File: src/rtl/gsq_pkg.sv
// Shared types, constants and the duty table for the two-channel square-wave sound unit.
// Used by every module of the block but gsq_ram; depends on nothing.

package gsq_pkg;

    // Item kinds.
    localparam logic [1:0] KIND_TICK  = 2'd0;
    localparam logic [1:0] KIND_WRITE = 2'd1;
    localparam logic [1:0] KIND_READ  = 2'd2;

    // Register fields within one channel's group of five byte registers.
    localparam logic [2:0] FIELD_SWEEP     = 3'd0;
    localparam logic [2:0] FIELD_DUTY_LEN  = 3'd1;
    localparam logic [2:0] FIELD_VOL_ENV   = 3'd2;
    localparam logic [2:0] FIELD_PERIOD_LO = 3'd3;
    localparam logic [2:0] FIELD_PERIOD_HI = 3'd4;

    // Offsets of the channel register groups.
    localparam logic [5:0] CH_ONE_LAST_OFFSET  = 6'd4;
    localparam logic [5:0] CH_TWO_FIRST_OFFSET = 6'd6;
    localparam logic [5:0] CH_TWO_LAST_OFFSET  = 6'd9;
    localparam logic [5:0] CH_TWO_FIELD_BASE   = 6'd5;

    // Step intervals in ticks.
    localparam int SWEEP_STEP_TICKS    = 32768;
    localparam int LENGTH_STEP_TICKS   = 16384;
    localparam int ENVELOPE_STEP_TICKS = 65536;

    // Register shadow.
    localparam int SHADOW_DEPTH = 48;
    localparam int SHADOW_AW    = $clog2(SHADOW_DEPTH);

    // Widths derived from the intervals.
    localparam int PERIOD_W       = 11;
    localparam int PERIOD_TIMER_W = PERIOD_W + 3;
    localparam int SWEEP_TIMER_W  = $clog2(SWEEP_STEP_TICKS + 1);
    localparam int LEN_TIMER_W    = $clog2(LENGTH_STEP_TICKS + 1);
    localparam int ENV_TIMER_W    = $clog2(ENVELOPE_STEP_TICKS + 1);

    // Length counter loaded on a trigger when it is empty.
    localparam logic [6:0] LENGTH_FULL = 7'd64;
    localparam logic [3:0] VOLUME_MAX  = 4'd15;

    // Duty waveforms, one bit per step, step zero in bit zero.
    localparam logic [7:0] DUTY_TABLE [4] = '{
        8'b1000_0000,
        8'b1000_0001,
        8'b1110_0001,
        8'b0111_1110
    };

    // One input transfer.
    typedef struct packed {
        logic [1:0] kind;
        logic [5:0] reg_offset;
        logic [7:0] write_data;
    } item_t;

    // One result transfer.
    typedef struct packed {
        logic [5:0] sample;
        logic [7:0] read_data;
        logic       chan_one_on;
        logic       chan_two_on;
    } result_t;

    // Register write aimed at one channel.
    typedef struct packed {
        logic       en;
        logic [2:0] field;
        logic [7:0] data;
    } wr_req_t;

    // Sweep unit control toward channel one.
    typedef struct packed {
        logic                kill;
        logic                load;
        logic [PERIOD_W-1:0] period;
    } sweep_ctl_t;

    // Channel state after the step, as the mixer needs it.
    typedef struct packed {
        logic       on;
        logic [4:0] amp;
    } chan_status_t;

endpackage

File: src/rtl/gsq_ram.sv
// Generic single-port RAM with a registered read, used for the register shadow.
// Depends on nothing.

module gsq_ram #(
    parameter int WIDTH = 8,
    parameter int DEPTH = 48
) (
    input  logic                     clk,
    input  logic                     wr_en,
    input  logic                     rd_en,
    input  logic [$clog2(DEPTH)-1:0] addr,
    input  logic [WIDTH-1:0]         wr_data,
    output logic [WIDTH-1:0]         rd_data
);

    logic [WIDTH-1:0] mem [DEPTH];
    logic [WIDTH-1:0] rd_data_reg;

    // Write and registered read share one address.
    always_ff @(posedge clk)
    begin
        if (wr_en)
        begin
            mem[addr] <= wr_data;
        end
        if (rd_en)
        begin
            rd_data_reg <= mem[addr];
        end
    end

    assign rd_data = rd_data_reg;

endmodule

File: src/rtl/gsq_sweep.sv
// Frequency sweep unit of channel one: sweep registers, step timer and period updates.
// Depends on gsq_pkg.

module gsq_sweep (
    input  logic                         clk,
    input  logic                         rst_n,
    input  logic                         tick,
    input  gsq_pkg::wr_req_t             wr,
    input  logic [gsq_pkg::PERIOD_W-1:0] period,
    output gsq_pkg::sweep_ctl_t          ctl
);

    localparam int PW = gsq_pkg::PERIOD_W;
    localparam int TW = gsq_pkg::SWEEP_TIMER_W;

    typedef struct packed {
        logic          ovf;
        logic          upd;
        logic [PW-1:0] val;
    } calc_t;

    // One sweep calculation with its overflow re-check on the new period.
    function automatic calc_t sweep_calc(input logic [PW-1:0] pc, input logic [PW-1:0] sh,
                                         input logic [2:0] shift, input logic down);
        logic [PW:0]   n1;
        logic [PW:0]   n2;
        logic [PW-1:0] d1;
        logic [PW-1:0] d2;
        calc_t         r;
        d1 = sh >> shift;
        n1 = down ? ({1'b0, pc} - {1'b0, d1}) : ({1'b0, pc} + {1'b0, d1});
        d2 = n1[PW-1:0] >> shift;
        n2 = down ? ({1'b0, n1[PW-1:0]} - {1'b0, d2}) : ({1'b0, n1[PW-1:0]} + {1'b0, d2});
        r.upd = !n1[PW] && (shift != 3'd0);
        r.val = n1[PW-1:0];
        r.ovf = n1[PW] || (r.upd && n2[PW]);
        return r;
    endfunction

    logic [2:0]    per_reg, per_next;
    logic          down_reg, down_next;
    logic [2:0]    shift_reg, shift_next;
    logic [TW-1:0] tmr_reg, tmr_next;
    logic [2:0]    cnt_reg, cnt_next;
    logic          active_reg, active_next;
    logic [PW-1:0] shadow_reg, shadow_next;

    calc_t         calc_a;
    calc_t         calc_b;
    logic          fire;
    logic          run_a;
    logic          run_b;
    logic [PW-1:0] pc1;
    logic [PW-1:0] sh1;

    // Sweep step: optional calculation, then reload or count down; or a sweep register write.
    always_comb
    begin
        per_next    = per_reg;
        down_next   = down_reg;
        shift_next  = shift_reg;
        tmr_next    = tmr_reg;
        cnt_next    = cnt_reg;
        active_next = active_reg;
        shadow_next = shadow_reg;
        ctl         = '0;

        fire   = (tmr_reg <= TW'(1));
        run_a  = active_reg && (per_reg != 3'd0);
        calc_a = sweep_calc(period, shadow_reg, shift_reg, down_reg);
        pc1    = (run_a && calc_a.upd) ? calc_a.val : period;
        sh1    = (run_a && calc_a.upd) ? calc_a.val : shadow_reg;
        run_b  = (cnt_reg <= 3'd1) && (shift_reg != 3'd0);
        calc_b = sweep_calc(pc1, pc1, shift_reg, down_reg);

        if (tick)
        begin
            if (fire)
            begin
                tmr_next   = TW'(gsq_pkg::SWEEP_STEP_TICKS - 1) + tmr_reg;
                ctl.load   = 1'b1;
                ctl.kill   = (run_a && calc_a.ovf) || (run_b && calc_b.ovf);
                ctl.period = pc1;
                if (cnt_reg <= 3'd1)
                begin
                    cnt_next    = per_reg;
                    active_next = (per_reg != 3'd0) || (shift_reg != 3'd0);
                    shadow_next = pc1;
                    if (run_b && calc_b.upd)
                    begin
                        ctl.period  = calc_b.val;
                        shadow_next = calc_b.val;
                    end
                end
                else
                begin
                    cnt_next    = cnt_reg - 3'd1;
                    shadow_next = sh1;
                end
            end
            else
            begin
                tmr_next = tmr_reg - TW'(1);
            end
        end
        else if (wr.en && (wr.field == gsq_pkg::FIELD_SWEEP))
        begin
            per_next   = wr.data[6:4];
            down_next  = wr.data[3];
            shift_next = wr.data[2:0];
        end
    end

    always_ff @(posedge clk or negedge rst_n)
    begin
        if (!rst_n)
        begin
            per_reg    <= '0;
            down_reg   <= 1'b0;
            shift_reg  <= '0;
            tmr_reg    <= '0;
            cnt_reg    <= '0;
            active_reg <= 1'b0;
            shadow_reg <= '0;
        end
        else
        begin
            per_reg    <= per_next;
            down_reg   <= down_next;
            shift_reg  <= shift_next;
            tmr_reg    <= tmr_next;
            cnt_reg    <= cnt_next;
            active_reg <= active_next;
            shadow_reg <= shadow_next;
        end
    end

endmodule

File: src/rtl/gsq_pulse.sv
// One pulse channel: duty stepping, length counter, volume envelope and register fields.
// Depends on gsq_pkg; channel one also takes period updates from gsq_sweep.

module gsq_pulse (
    input  logic                         clk,
    input  logic                         rst_n,
    input  logic                         tick,
    input  gsq_pkg::wr_req_t             wr,
    input  gsq_pkg::sweep_ctl_t          sweep,
    output logic [gsq_pkg::PERIOD_W-1:0] period,
    output gsq_pkg::chan_status_t        status
);

    localparam int PW  = gsq_pkg::PERIOD_W;
    localparam int PTW = gsq_pkg::PERIOD_TIMER_W;
    localparam int LTW = gsq_pkg::LEN_TIMER_W;
    localparam int ETW = gsq_pkg::ENV_TIMER_W;

    logic [1:0]     duty_reg, duty_next;
    logic [6:0]     len_cnt_reg, len_cnt_next;
    logic [3:0]     vol_reg, vol_next;
    logic           env_down_reg, env_down_next;
    logic [PW-1:0]  period_reg, period_next;
    logic           trig_reg, trig_next;
    logic           len_en_reg, len_en_next;
    logic           on_reg, on_next;
    logic           level_reg, level_next;
    logic [2:0]     step_reg, step_next;
    logic [PTW-1:0] ptmr_reg, ptmr_next;
    logic [LTW-1:0] ltmr_reg, ltmr_next;
    logic [ETW-1:0] etmr_reg, etmr_next;

    logic [PTW-1:0] reload;

    // Duty period in ticks: four times (2048 - period code).
    assign reload = {12'd2048 - {1'b0, period_reg}, 2'b00};

    // One tick in the order trigger, duty, sweep, length, envelope; or a register write.
    always_comb
    begin
        duty_next     = duty_reg;
        len_cnt_next  = len_cnt_reg;
        vol_next      = vol_reg;
        env_down_next = env_down_reg;
        period_next   = period_reg;
        trig_next     = trig_reg;
        len_en_next   = len_en_reg;
        on_next       = on_reg;
        level_next    = level_reg;
        step_next     = step_reg;
        ptmr_next     = ptmr_reg;
        ltmr_next     = ltmr_reg;
        etmr_next     = etmr_reg;

        if (tick)
        begin
            // Trigger enables the channel and refills an empty length counter.
            if (trig_reg)
            begin
                on_next   = 1'b1;
                trig_next = 1'b0;
                if (len_cnt_reg == 7'd0)
                begin
                    len_cnt_next = gsq_pkg::LENGTH_FULL;
                end
            end

            // Duty stepping.
            if (ptmr_reg <= PTW'(1))
            begin
                ptmr_next  = reload - PTW'(1) + ptmr_reg;
                level_next = gsq_pkg::DUTY_TABLE[duty_reg][step_reg];
                step_next  = step_reg + 3'd1;
            end
            else
            begin
                ptmr_next = ptmr_reg - PTW'(1);
            end

            // Sweep results.
            if (sweep.kill)
            begin
                on_next = 1'b0;
            end
            if (sweep.load)
            begin
                period_next = sweep.period;
            end

            // Length counter runs only while it is nonzero.
            if (len_cnt_next != 7'd0)
            begin
                if (ltmr_reg <= LTW'(1))
                begin
                    ltmr_next = LTW'(gsq_pkg::LENGTH_STEP_TICKS - 1) + ltmr_reg;
                    if (len_en_reg)
                    begin
                        len_cnt_next = len_cnt_next - 7'd1;
                        if (len_cnt_next == 7'd0)
                        begin
                            on_next    = 1'b0;
                            level_next = 1'b0;
                        end
                    end
                end
                else
                begin
                    ltmr_next = ltmr_reg - LTW'(1);
                end
            end

            // Envelope ramps by one, clamped to the volume range.
            if (etmr_reg <= ETW'(1))
            begin
                etmr_next = ETW'(gsq_pkg::ENVELOPE_STEP_TICKS - 1) + etmr_reg;
                if (env_down_reg)
                begin
                    if (vol_reg != 4'd0)
                    begin
                        vol_next = vol_reg - 4'd1;
                    end
                end
                else if (vol_reg != gsq_pkg::VOLUME_MAX)
                begin
                    vol_next = vol_reg + 4'd1;
                end
            end
            else
            begin
                etmr_next = etmr_reg - ETW'(1);
            end
        end
        else if (wr.en)
        begin
            unique case (wr.field)
                gsq_pkg::FIELD_DUTY_LEN:
                begin
                    duty_next    = wr.data[7:6];
                    len_cnt_next = {1'b0, wr.data[5:0]};
                end
                gsq_pkg::FIELD_VOL_ENV:
                begin
                    vol_next      = wr.data[7:4];
                    env_down_next = wr.data[3];
                end
                gsq_pkg::FIELD_PERIOD_LO:
                begin
                    period_next = {period_reg[PW-1:8], wr.data};
                end
                gsq_pkg::FIELD_PERIOD_HI:
                begin
                    period_next = {wr.data[2:0], period_reg[7:0]};
                    trig_next   = wr.data[7];
                    len_en_next = wr.data[6];
                end
                default:
                begin
                end
            endcase
        end
    end

    always_ff @(posedge clk or negedge rst_n)
    begin
        if (!rst_n)
        begin
            duty_reg     <= 2'd2;
            len_cnt_reg  <= '0;
            vol_reg      <= '0;
            env_down_reg <= 1'b0;
            period_reg   <= '0;
            trig_reg     <= 1'b0;
            len_en_reg   <= 1'b0;
            on_reg       <= 1'b0;
            level_reg    <= 1'b0;
            step_reg     <= '0;
            ptmr_reg     <= '0;
            ltmr_reg     <= '0;
            etmr_reg     <= '0;
        end
        else
        begin
            duty_reg     <= duty_next;
            len_cnt_reg  <= len_cnt_next;
            vol_reg      <= vol_next;
            env_down_reg <= env_down_next;
            period_reg   <= period_next;
            trig_reg     <= trig_next;
            len_en_reg   <= len_en_next;
            on_reg       <= on_next;
            level_reg    <= level_next;
            step_reg     <= step_next;
            ptmr_reg     <= ptmr_next;
            ltmr_reg     <= ltmr_next;
            etmr_reg     <= etmr_next;
        end
    end

    // State after the step, for the mixer and the enable flags.
    assign period     = period_reg;
    assign status.on  = on_next;
    assign status.amp = (on_next && level_next) ? ({1'b0, vol_next} + 5'd1) : 5'd0;

endmodule

File: src/rtl/two_channel_square_wave_sound_unit.sv
// Top level of the two-channel square-wave sound unit: decode, shadow, mixer, output stages.
// Depends on gsq_pkg, gsq_ram, gsq_sweep and gsq_pulse.
//
// Usage: items come in on the item channel (item_valid, item_stall, item). Each is a
// clock tick, a byte register write or a byte register read at an offset from the sound
// base. Every item gives exactly one transfer on the result channel (result_valid,
// result_stall, result): the mixed sample for a tick, the shadow byte for a read, and
// the two channel enable flags as they stand after the item.
// Throughput is one item per clock while item_stall is low. The channel and sweep state
// is updated at the edge that accepts the item; the result then passes a stage register,
// which waits on the shadow RAM's registered read, and an output register, which drives
// result_valid.
// The shadow RAM's single port sets the stage split: one access per item.
// When the receiver stalls, the output register holds; the stage register still takes
// one more item, and item_stall rises only when both are full.
// Reset clears all channel, sweep and handshake state at once. The top level keeps a
// written flag per shadow byte, cleared by reset, so unwritten bytes read as zero with no
// clearing pass; the block accepts items as soon as reset is released.

module two_channel_square_wave_sound_unit (
    input  logic             clk,
    input  logic             rst_n,
    input  logic             item_valid,
    output logic             item_stall,
    input  gsq_pkg::item_t   item,
    output logic             result_valid,
    input  logic             result_stall,
    output gsq_pkg::result_t result
);

    localparam int AW    = gsq_pkg::SHADOW_AW;
    localparam int DEPTH = gsq_pkg::SHADOW_DEPTH;

    logic                       accept;
    logic                       is_tick;
    logic                       is_write;
    logic                       is_read;
    logic                       in_range;
    logic                       wr_shadow;
    logic                       rd_shadow;
    logic [AW-1:0]              shadow_addr;
    logic [7:0]                 shadow_rd_data;
    logic [DEPTH-1:0]           shadow_vld_reg;

    gsq_pkg::wr_req_t           wr_one;
    gsq_pkg::wr_req_t           wr_two;
    gsq_pkg::sweep_ctl_t        sweep_ctl;
    gsq_pkg::chan_status_t      st_one;
    gsq_pkg::chan_status_t      st_two;
    logic [gsq_pkg::PERIOD_W-1:0] period_one;

    logic                       s1_valid_reg;
    logic [5:0]                 s1_sample_reg;
    logic                       s1_one_on_reg;
    logic                       s1_two_on_reg;
    logic                       s1_rd_ok_reg;
    logic                       s1_move;
    logic                       out_free;
    logic                       result_valid_reg;
    gsq_pkg::result_t           result_reg;

    // Handshake: the stage register advances whenever the output register is free.
    assign out_free   = !result_valid_reg || !result_stall;
    assign s1_move    = s1_valid_reg && out_free;
    assign item_stall = s1_valid_reg && !out_free;
    assign accept     = item_valid && !item_stall;

    // Item decode.
    assign is_tick     = accept && (item.kind == gsq_pkg::KIND_TICK);
    assign is_write    = accept && (item.kind == gsq_pkg::KIND_WRITE);
    assign is_read     = accept && (item.kind == gsq_pkg::KIND_READ);
    assign in_range    = ({26'd0, item.reg_offset} < DEPTH);
    assign shadow_addr = item.reg_offset[AW-1:0];
    assign wr_shadow   = is_write && in_range;
    assign rd_shadow   = is_read && in_range;

    // Channel register writes.
    always_comb
    begin
        wr_one.en    = is_write && (item.reg_offset <= gsq_pkg::CH_ONE_LAST_OFFSET);
        wr_one.field = item.reg_offset[2:0];
        wr_one.data  = item.write_data;
        wr_two.en    = is_write && (item.reg_offset >= gsq_pkg::CH_TWO_FIRST_OFFSET)
                       && (item.reg_offset <= gsq_pkg::CH_TWO_LAST_OFFSET);
        wr_two.field = 3'(item.reg_offset - gsq_pkg::CH_TWO_FIELD_BASE);
        wr_two.data  = item.write_data;
    end

    gsq_sweep u_sweep (
        .clk    (clk),
        .rst_n  (rst_n),
        .tick   (is_tick),
        .wr     (wr_one),
        .period (period_one),
        .ctl    (sweep_ctl)
    );

    gsq_pulse u_chan_one (
        .clk    (clk),
        .rst_n  (rst_n),
        .tick   (is_tick),
        .wr     (wr_one),
        .sweep  (sweep_ctl),
        .period (period_one),
        .status (st_one)
    );

    gsq_pulse u_chan_two (
        .clk    (clk),
        .rst_n  (rst_n),
        .tick   (is_tick),
        .wr     (wr_two),
        .sweep  ('0),
        .period (),
        .status (st_two)
    );

    gsq_ram #(
        .WIDTH (8),
        .DEPTH (DEPTH)
    ) u_shadow (
        .clk     (clk),
        .wr_en   (wr_shadow),
        .rd_en   (rd_shadow),
        .addr    (shadow_addr),
        .wr_data (item.write_data),
        .rd_data (shadow_rd_data)
    );

    // Written flags of the shadow bytes.
    always_ff @(posedge clk or negedge rst_n)
    begin
        if (!rst_n)
        begin
            shadow_vld_reg <= '0;
        end
        else if (wr_shadow)
        begin
            shadow_vld_reg[shadow_addr] <= 1'b1;
        end
    end

    // Stage register: mixed sample and flags, waiting for the shadow read data.
    always_ff @(posedge clk or negedge rst_n)
    begin
        if (!rst_n)
        begin
            s1_valid_reg <= 1'b0;
        end
        else if (accept)
        begin
            s1_valid_reg <= 1'b1;
        end
        else if (s1_move)
        begin
            s1_valid_reg <= 1'b0;
        end
    end

    always_ff @(posedge clk)
    begin
        if (accept)
        begin
            s1_sample_reg <= is_tick ? ({1'b0, st_one.amp} + {1'b0, st_two.amp}) : 6'd0;
            s1_one_on_reg <= st_one.on;
            s1_two_on_reg <= st_two.on;
            s1_rd_ok_reg  <= rd_shadow && shadow_vld_reg[shadow_addr];
        end
    end

    // Output register.
    always_ff @(posedge clk or negedge rst_n)
    begin
        if (!rst_n)
        begin
            result_valid_reg <= 1'b0;
        end
        else if (out_free)
        begin
            result_valid_reg <= s1_valid_reg;
        end
    end

    always_ff @(posedge clk)
    begin
        if (s1_move)
        begin
            result_reg.sample      <= s1_sample_reg;
            result_reg.read_data   <= s1_rd_ok_reg ? shadow_rd_data : 8'd0;
            result_reg.chan_one_on <= s1_one_on_reg;
            result_reg.chan_two_on <= s1_two_on_reg;
        end
    end

    assign result_valid = result_valid_reg;
    assign result       = result_reg;

endmodule

File: config.mk
export PLATFORM = sky130hd
export DESIGN_NAME = two_channel_square_wave_sound_unit
export DESIGN_NICKNAME = d
export VERILOG_FILES = /design/src/rtl/gsq_pkg.sv /design/src/rtl/gsq_ram.sv /design/src/rtl/gsq_sweep.sv /design/src/rtl/gsq_pulse.sv /design/src/rtl/two_channel_square_wave_sound_unit.sv
export SDC_FILE = /design/constraint.sdc
export NUM_CORES = 1
export LEC_CHECK = 0
export BUFFER_PORTS_ARGS = -buffer_cell sky130_fd_sc_hd__buf_4
export CAP_MARGIN = 30
export CORE_MARGIN = 5
export CORE_UTILIZATION = 50
export CTS_CLUSTER_SIZE = 24
export DETAILED_ROUTE_END_ITERATION = 10
export GPL_TIMING_DRIVEN = 0
export MAX_ROUTING_LAYER = met4
export PLACE_DENSITY = 0.65
export SLEW_MARGIN = 10
export SYNTH_ARGS = -nofsm -noshare
export SYNTH_HDL_FRONTEND = slang
export SYNTH_SLANG_ARGS = --single-unit
File: constraint.sdc
create_clock -name clk -period 13.75 [get_ports clk]
set_input_delay 2.0625 -clock clk [delete_from_list [all_inputs] [get_ports clk]]
set_output_delay 2.0625 -clock clk [all_outputs]
set_load 0.05 [all_outputs]
# [After elaboration in Yosys (flattened, before gate mapping)]
# Memories as Yosys holds them, arrays and structs flattened. A register that Yosys moved wholly into a read port is not among the register bits.
# Index checks and enable logic that the tools add are counted.
# W data, S select, Z words.
[word_totals] ram_bits=384 mem_count=1 ff_bits=269 out_inout_bits=18 wordCells=316 input_bits=20
[op_classes] add_sub_neg=39 bitwise=6 n_eq_ne=15 n_reduce_logical=80 mux=107 order_cmp=18 shift=4
[mem_list] name="u_shadow.mem" words=48 width=8 rd=1 rd_clocked_by_memory_dff=1 write_ports=1 line="gsq_ram.sv:16" text="logic [WIDTH-1:0] mem [DEPTH];"
[ops] cell="$mux W7" n=18
[ops] cell="$mux W11" n=8
[ops] cell="$mux W4" n=14
[ops] cell="$sub A14 B1 Y14 const B" n=4
[ops] cell="$add A11 B11 Y12" n=4
[ops] cell="$mux W12" n=4
[ops] cell="$or A48 B48 Y48" n=1
[ops] cell="$sub A11 B11 Y12" n=4
[ops] cell="$pmux W11 S2" n=2
[ops] cell="$shr A11 B3 Y11" n=4
[ops] cell="$mux W1" n=39
[ops] cell="$add A16 B17 Y17 const A" n=2
[ops] cell="$le A17 B1 Y1 const B" n=2
[ops] cell="$mux W17" n=2
[ops] cell="$sub A17 B1 Y17 const B" n=2
[ops] cell="$bmux W8 S2" n=2
[ops] cell="$mux W8" n=4
[ops] cell="$add A14 B15 Y15 const A" n=2
[ops] cell="$le A15 B1 Y1 const B" n=2
[ops] cell="$mux W15" n=2
[ops] cell="$sub A15 B1 Y15 const B" n=2
[ops] cell="$add A14 B14 Y14" n=2
[ops] cell="$le A14 B1 Y1 const B" n=2
[ops] cell="$logic_not A7 Y1" n=4
[ops] cell="51 further kinds" n=137

# [Depth between registers and ports, before layout]
[logic_depth] ltp_word=28 depth_mapped=59

# [Modules after synthesis]
# Synthesis repeated with hierarchy kept, for this count alone.
[unflattened] cells_unflattened=3341 hier_area_um2=36606.4
[by_module_without_submodules] mod="gsq_ram" n_inst=1 cells_each=880 seq_area_each_um2=11771.3 area_per_inst_um2=15275.9
[by_module_without_submodules] mod="gsq_sweep" n_inst=1 cells_each=992 seq_area_each_um2=950.9 area_per_inst_um2=7315.8
[by_module_without_submodules] mod="gsq_pulse (u_chan_two)" n_inst=1 cells_each=606 seq_area_each_um2=1953.1 area_per_inst_um2=5355.1
[by_module_without_submodules] mod="gsq_pulse (u_chan_one)" n_inst=1 cells_each=591 seq_area_each_um2=1953.1 area_per_inst_um2=5246.3
[by_module_without_submodules] mod="two_channel_square_wave_sound_unit" n_inst=1 cells_each=272 seq_area_each_um2=2001.9 area_per_inst_um2=3413.3

# [Worst setup path after synthesis]
# No wires, ideal clock.
[synth_path] path_type="reg-to-reg" start="reg u_sweep.shift_reg[2]" end="reg s1_sample_reg[4] (data pin)" required_ns=13.486 arrival_time_ns=11.048 slack_ns=2.439 path_stages_with_launch=53 path_buffers=7 setup_ns=0.264 period_less_slack_ns=11.311 path_cell_list="dfrtp_1 -> clkbuf_1 -> clkbuf_1 -> buf_1 -> clkbuf_1 -> buf_1 -> a211oi_1 -> a221oi_1 -> a21oi_1 -> xnor2_1 -> ha_1 -> o21a_1 -> nor2_1 -> or3_1 -> o221a_2 -> xnor2_2 -> buf_2 -> and3_1 -> [... 17 more ...] -> xnor2_1 -> ha_1 -> nand2_1 -> a211oi_1 -> o21ai_0 -> and2_1 -> a211o_1 -> nand4_1 -> o211ai_2 -> a21o_1 -> a31oi_4 -> nor4b_1 -> ha_1 -> fa_1 -> a21o_1 -> a21oi_1 -> xor2_1 -> nor2_1"
[synth_via] elab_chain_cells=28
[synth_lines] element="from (decl)" line="gsq_sweep.sv:42" text="logic [2:0] shift_reg, shift_next;"
[synth_lines] element="from (signal assigned)" line="gsq_sweep.sv:130" text="shift_reg <= shift_next;"
[synth_lines] element="$shr A11 B3 Y11" line="gsq_sweep.sv:30" text="d1 = sh >> shift;"
[synth_lines] element="$add A11 B11 Y12 or $sub A11 B11 Y12 (tied branches)" line="gsq_sweep.sv:31" text="n1 = down ? ({1'b0, pc} - {1'b0, d1}) : ({1'b0, pc} + {1'b0, d1});"
[synth_lines] element="$mux W12" line="gsq_sweep.sv:31"
[synth_lines] element="$logic_not A1 Y1" line="gsq_sweep.sv:34" text="r.upd = !n1[PW] && (shift != 3'd0);"
[synth_lines] element="$logic_and A1 B1 Y1" line="gsq_sweep.sv:34"
[synth_lines] element="$logic_and A1 B1 Y1" line="gsq_sweep.sv:71" text="pc1 = (run_a && calc_a.upd) ? calc_a.val : period;"
[synth_lines] element="$mux W11" line="gsq_sweep.sv:71"
[synth_lines] element="$shr A11 B3 Y11" line="gsq_sweep.sv:30"
[synth_lines] element="[... 12 more ...]"
[synth_lines] element="$mux W1" line="gsq_pulse.sv:99" text="if (len_cnt_next == 7'd0)"
[synth_lines] element="$mux W1" line="gsq_pulse.sv:96" text="if (len_en_reg)"
[synth_lines] element="$mux W1" line="gsq_pulse.sv:93" text="if (ltmr_reg <= LTW'(1))"
[synth_lines] element="$mux W1 *" line="gsq_pulse.sv:91" text="if (len_cnt_next != 7'd0)"
[synth_lines] element="$mux W1 *" line="gsq_pulse.sv:55" text="if (tick)"
[synth_lines] element="$logic_and A1 B1 Y1 *" line="gsq_pulse.sv:202" text="assign status.amp = (on_next && level_next) ? ({1'b0, vol_next} + 5'd1) : 5'd0;"
[synth_lines] element="$mux W5 *" line="gsq_pulse.sv:202"
[synth_lines] element="$add A5 B5 Y6 *" line="two_channel_square_wave_sound_unit.sv:164" text="s1_sample_reg <= is_tick ? ({1'b0, st_one.amp} + {1'b0, st_two.amp}) : 6'd0;"
[synth_lines] element="to (signal assigned)" line="two_channel_square_wave_sound_unit.sv:164"
[synth_lines] element="to (decl)" line="two_channel_square_wave_sound_unit.sv:53" text="logic [5:0] s1_sample_reg;"
# Mark *: on every way between the ends. The rest lies on a longest branch, timed or not.
# A chain may end at the register's enable or synchronous reset.

# [Worst setup path after layout]
[layout_path] start="reg u_sweep.down_reg" end="reg s1_sample_reg[4] (data pin)"
[layout_via] elab_chain_cells=26
[layout_lines] element="from (decl)" line="gsq_sweep.sv:41" text="logic down_reg, down_next;"
[layout_lines] element="from (signal assigned)" line="gsq_sweep.sv:129" text="down_reg <= down_next;"
[layout_lines] element="$mux W12" line="gsq_sweep.sv:31"
[layout_lines] element="$logic_not A1 Y1" line="gsq_sweep.sv:34"
[layout_lines] element="$logic_and A1 B1 Y1" line="gsq_sweep.sv:34"
[layout_lines] element="$logic_and A1 B1 Y1" line="gsq_sweep.sv:71"
[layout_lines] element="$mux W11" line="gsq_sweep.sv:71"
[layout_lines] element="$shr A11 B3 Y11" line="gsq_sweep.sv:30"
[layout_lines] element="$add A11 B11 Y12 or $sub A11 B11 Y12 (tied branches)" line="gsq_sweep.sv:31"
[layout_lines] element="$mux W12" line="gsq_sweep.sv:31"
[layout_lines] element="[... 10 more ...]"
[layout_lines] element="$mux W1" line="gsq_pulse.sv:99"
[layout_lines] element="$mux W1" line="gsq_pulse.sv:96"
[layout_lines] element="$mux W1" line="gsq_pulse.sv:93"
[layout_lines] element="$mux W1 *" line="gsq_pulse.sv:91"
[layout_lines] element="$mux W1 *" line="gsq_pulse.sv:55"
[layout_lines] element="$logic_and A1 B1 Y1 *" line="gsq_pulse.sv:202"
[layout_lines] element="$mux W5 *" line="gsq_pulse.sv:202"
[layout_lines] element="$add A5 B5 Y6 *" line="two_channel_square_wave_sound_unit.sv:164"
# Marked as above.

==> key figures <==
Outcome
  • Status: finished clean

Placement
  • PortBufs: 33
  • Gpl congestion: 0.9907
  • Pre-CTS setup slack: -843.7 ps
  • Inst Count DP: 3,886
  • HPWL after DPL: approximately 70,000 um

Cells and area
  • Non-filler cells, final: 4,029
  • Most common cell after layout, fill and taps aside: edfxtp_1
  • Fillers: roughly 5,600
  • Area of the multi-input gates: around 15,000 um^2
  • Max reg flops: 384
  • Area grow syn2layout: 12.32%
  • Layout cell share with drive strength beyond 1: between 10 and 15%
  • Register area: 18,630 um^2
  • Final nets: between 3,000 and 4,000
  • Leading cell types in the layout, fill and taps excluded: edfxtp_1, nor2_1, dfrtp_1

Clocking
  • Bufs on Longest Clock Path: 3
  • H-tree lvl count: 3
  • CTS Root Cell: clkbuf_16
  • CTS Hold Bufs: 0
  • Clock sinks: between 600 and 700
  • Num CTS Buffers: between 70 and 80
  • Worst-Skew Late Latency: roughly 630 ps
  • Clock-pin slew on the worst setup and hold paths: 60 ps
  • CTS tree: yes

Synthesis
  • Netlist cell types: 100
  • Most used DFF post-synth: edfxtp_1
  • Synthesis Warnings: 0
  • Seq/Total Area, Yosys: 53.57%
  • Cell count after synthesis: 2,904
  • Mapped Avg Cell Area: 11.98 um^2
  • Synth Register Bits: 661
  • Largest family of logic cells by synthesized area: simple AND/OR/NAND/NOR gates
  • Syn_nets: 3,051
  • Complex-gate fraction of the synthesized area: 10.66%
  • Post-synthesis adder-cell area fraction: 4.655%
  • Cell Area, Synth: 34,780 um^2
  • Number of synthesized flops with an enable pin: 417
  • Post-Synth XOR/XNOR Area: around 4.7%
  • Ys async rst share: between 30 and 40%
  • Post-Synth Simple-Gate Area: 12.63%
  • Mux share of post-synthesis cell area: 10.78%

STA
  • Final Hold Vio Count: 0
  • Sum Neg Setup Slack: 0 ps
  • Final Skew: 40.51 ps
  • Relative slew slack: 30.00%
  • Setup slack after layout: 525.8 ps
  • Hold_ws: 415.2 ps
  • Setup repair after global routing missed its margin: false
  • Final worst path period share: slightly below 100%
  • Final setup viols: 0
  • Highest Clock Rate: 75.62 MHz
  • Final min period: 13,220 ps
  • Final Max Tran Viols: 0
  • Slew at the pin closest to its max-slew limit: ~1000 ps

Drt
  • Antenna Nets Post-Route: 0
  • WL met3: ~6700 um
  • Final WL: 98,760 um
  • Number of DRC markers in iteration 0: 2,299
  • Via density: about 6.2
  • Drt pass-1 iters: 5
  • Met2 wirelength from detailed routing: about 47,000 um
  • Wl on met1: 41,260 um
  • Top Metal Used: met4
  • Vias: 24,957
  • WL/cell: 24.51 um
  • # DRC: 0

Die
  • Core footprint: 68,830 um^2
  • Die Y: 273.7 um
  • Initial Util: about half
  • Row count: 96
  • Num ports: 38
  • Die area: about 75,000 um^2
  • Die X: 273.7 um

Min path
  • Hold Path Stages: 0
  • Hold Path Class: reg2reg

Worst setup path
  • Crit path DAT: 13,530 ps
  • Critical path launch point type: flip-flop
  • R2R cell count: 48
  • Slowest-stage cell, CP: a211oi_2
  • Reg2reg setup slack: 530 ps
  • Crit Reg-Reg Startpoint: u_sweep.down_reg
  • R2r endpoint: s1_sample_reg[4]
  • Crit. End Element: flip-flop
  • Worst-path fanout max: 10
  • Setup crit end: s1_sample_reg[4]
  • Req. time, crit path: 14,050 ps
  • Crit-path max cell delay: 710 ps
  • WS Path Type: reg2reg
  • Worst path most repeated cell: ha_1
  • Critical path origin: u_sweep.down_reg

Global routing
  • Vias in the first global route: about 25,000
  • Largest net degree at the start of global routing: 101
  • Grt total ovfl: 0
  • Initial antenna violation count: 1
  • All-Layer GR Usage: a little over a quarter
  • First-pass GRT wire length: about 150,000 um

Pwr
  • Peak VDD IR: between 0.1 and 0.15 mV
  • Leakage: about 15 nW
  • PD cells: 196.9 nW/um^2

Job
  • Max cap viols: 0
==> through the flow <==
stage               cell area [um^2]  power (mW)  util [%]
floorplan                      34780       4.708         -
global placement               36190       5.549     52.58
detailed placement             36450       5.648     52.96
CTS                            38850       7.600     56.45
global route                   39060       8.144     56.76
finish                         39060       7.690     56.76
==> report_power, final <==
group          switching, mW  leakage [nW]  total [mW]  internal (mW)
logic                   2.04          7.22        3.25           1.21
clock network          0.827          1.16        1.92           1.09
registers              0.215          6.86        2.52           2.30
total                   3.08          15.2        7.69           4.61
==> timing repair <==
| action | in CTS | in global routing |
|---|---|---|
| setup endpoints to repair | 6 | 6 |
| buffers inserted | 0 | 2 |
| pin swaps | 0 | 2 |
| resized for setup | 6 | 38 |
==> synth_stat cells, types with 75 or more instances <==
| master | instances | area share, % |
|---|---|---|
| a21oi_1 | 165 | 2.4 |
| clkbuf_1 | 82 | 0.89 |
| dfrtp_1 | 242 | 17 |
| edfxtp_1 | 417 | 36 |
| ha_1 | 123 | 4.4 |
| inv_1 | 145 | 1.6 |
| mux4_2 | 135 | 8.7 |
| nand2_1 | 236 | 2.5 |
| nor2_1 | 255 | 2.8 |
| nor3_1 | 75 | 1.1 |
| o21ai_0 | 129 | 1.9 |
| xnor2_1 | 93 | 2.3 |
| xor2_1 | 93 | 2.3 |
==> kinds of logic (layout without fill, tap and decap cells) <==
group                    Yosys count  after routing
multiplexers                     203            203
adder cells (fa/ha/maj)          127            127
XOR/XNOR                         187            187
buffers and inverters            268            461
AO/OA/AOI/OAI                    558            558
flip-flops                       661            661
other                              0              1
AND/OR/NAND/NOR                  900            900
==> cell type report <==
type	instances	share of cell area, %
multi-input combinational	1975	39.04
buffer	118	1.259
clock buffer	97	5.080
tap	931	2.982
inverter	149	1.432
antenna	1	0.006406
timing repair buffer	62	1.470
sequential	661	47.69
clock inverter	35	1.035
==> worst min-delay path by stage <==
stage,from,slack [ps],end
2_1_floorplan,s1_two_on_reg,400,result[0]
3_3_place_gp,s1_one_on_reg,410,result[1]
3_5_place_dp,s1_sample_reg[3],400,result[13]
4_1_cts,s1_sample_reg[3],420,result[13]
5_1_grt,s1_sample_reg[3],430,result[13]
6_report,s1_sample_reg[3],420,result[13]
==> worst max-delay path: cells and delay by family, from the launching register on <==
kind / cells / cell delay [ps]
AO/OA/AOI/OAI: 23 / 5720
adder cells (fa/ha/maj): 5 / 1680
XOR/XNOR: 5 / 1040
AND/OR/NAND/NOR: 10 / 1690
buffers and inverters: 5 / 2120
flip-flops: 1 / 610
==> routing by layer <==
metal	vias to the layer above	track usage (%)
met4	0	8.921
met5	-	-
met3	254	3.760
met2	1083	42.82
li1	11105	-
met1	12515	36.33
No activity file was read; power rests on OpenSTA's default activity.
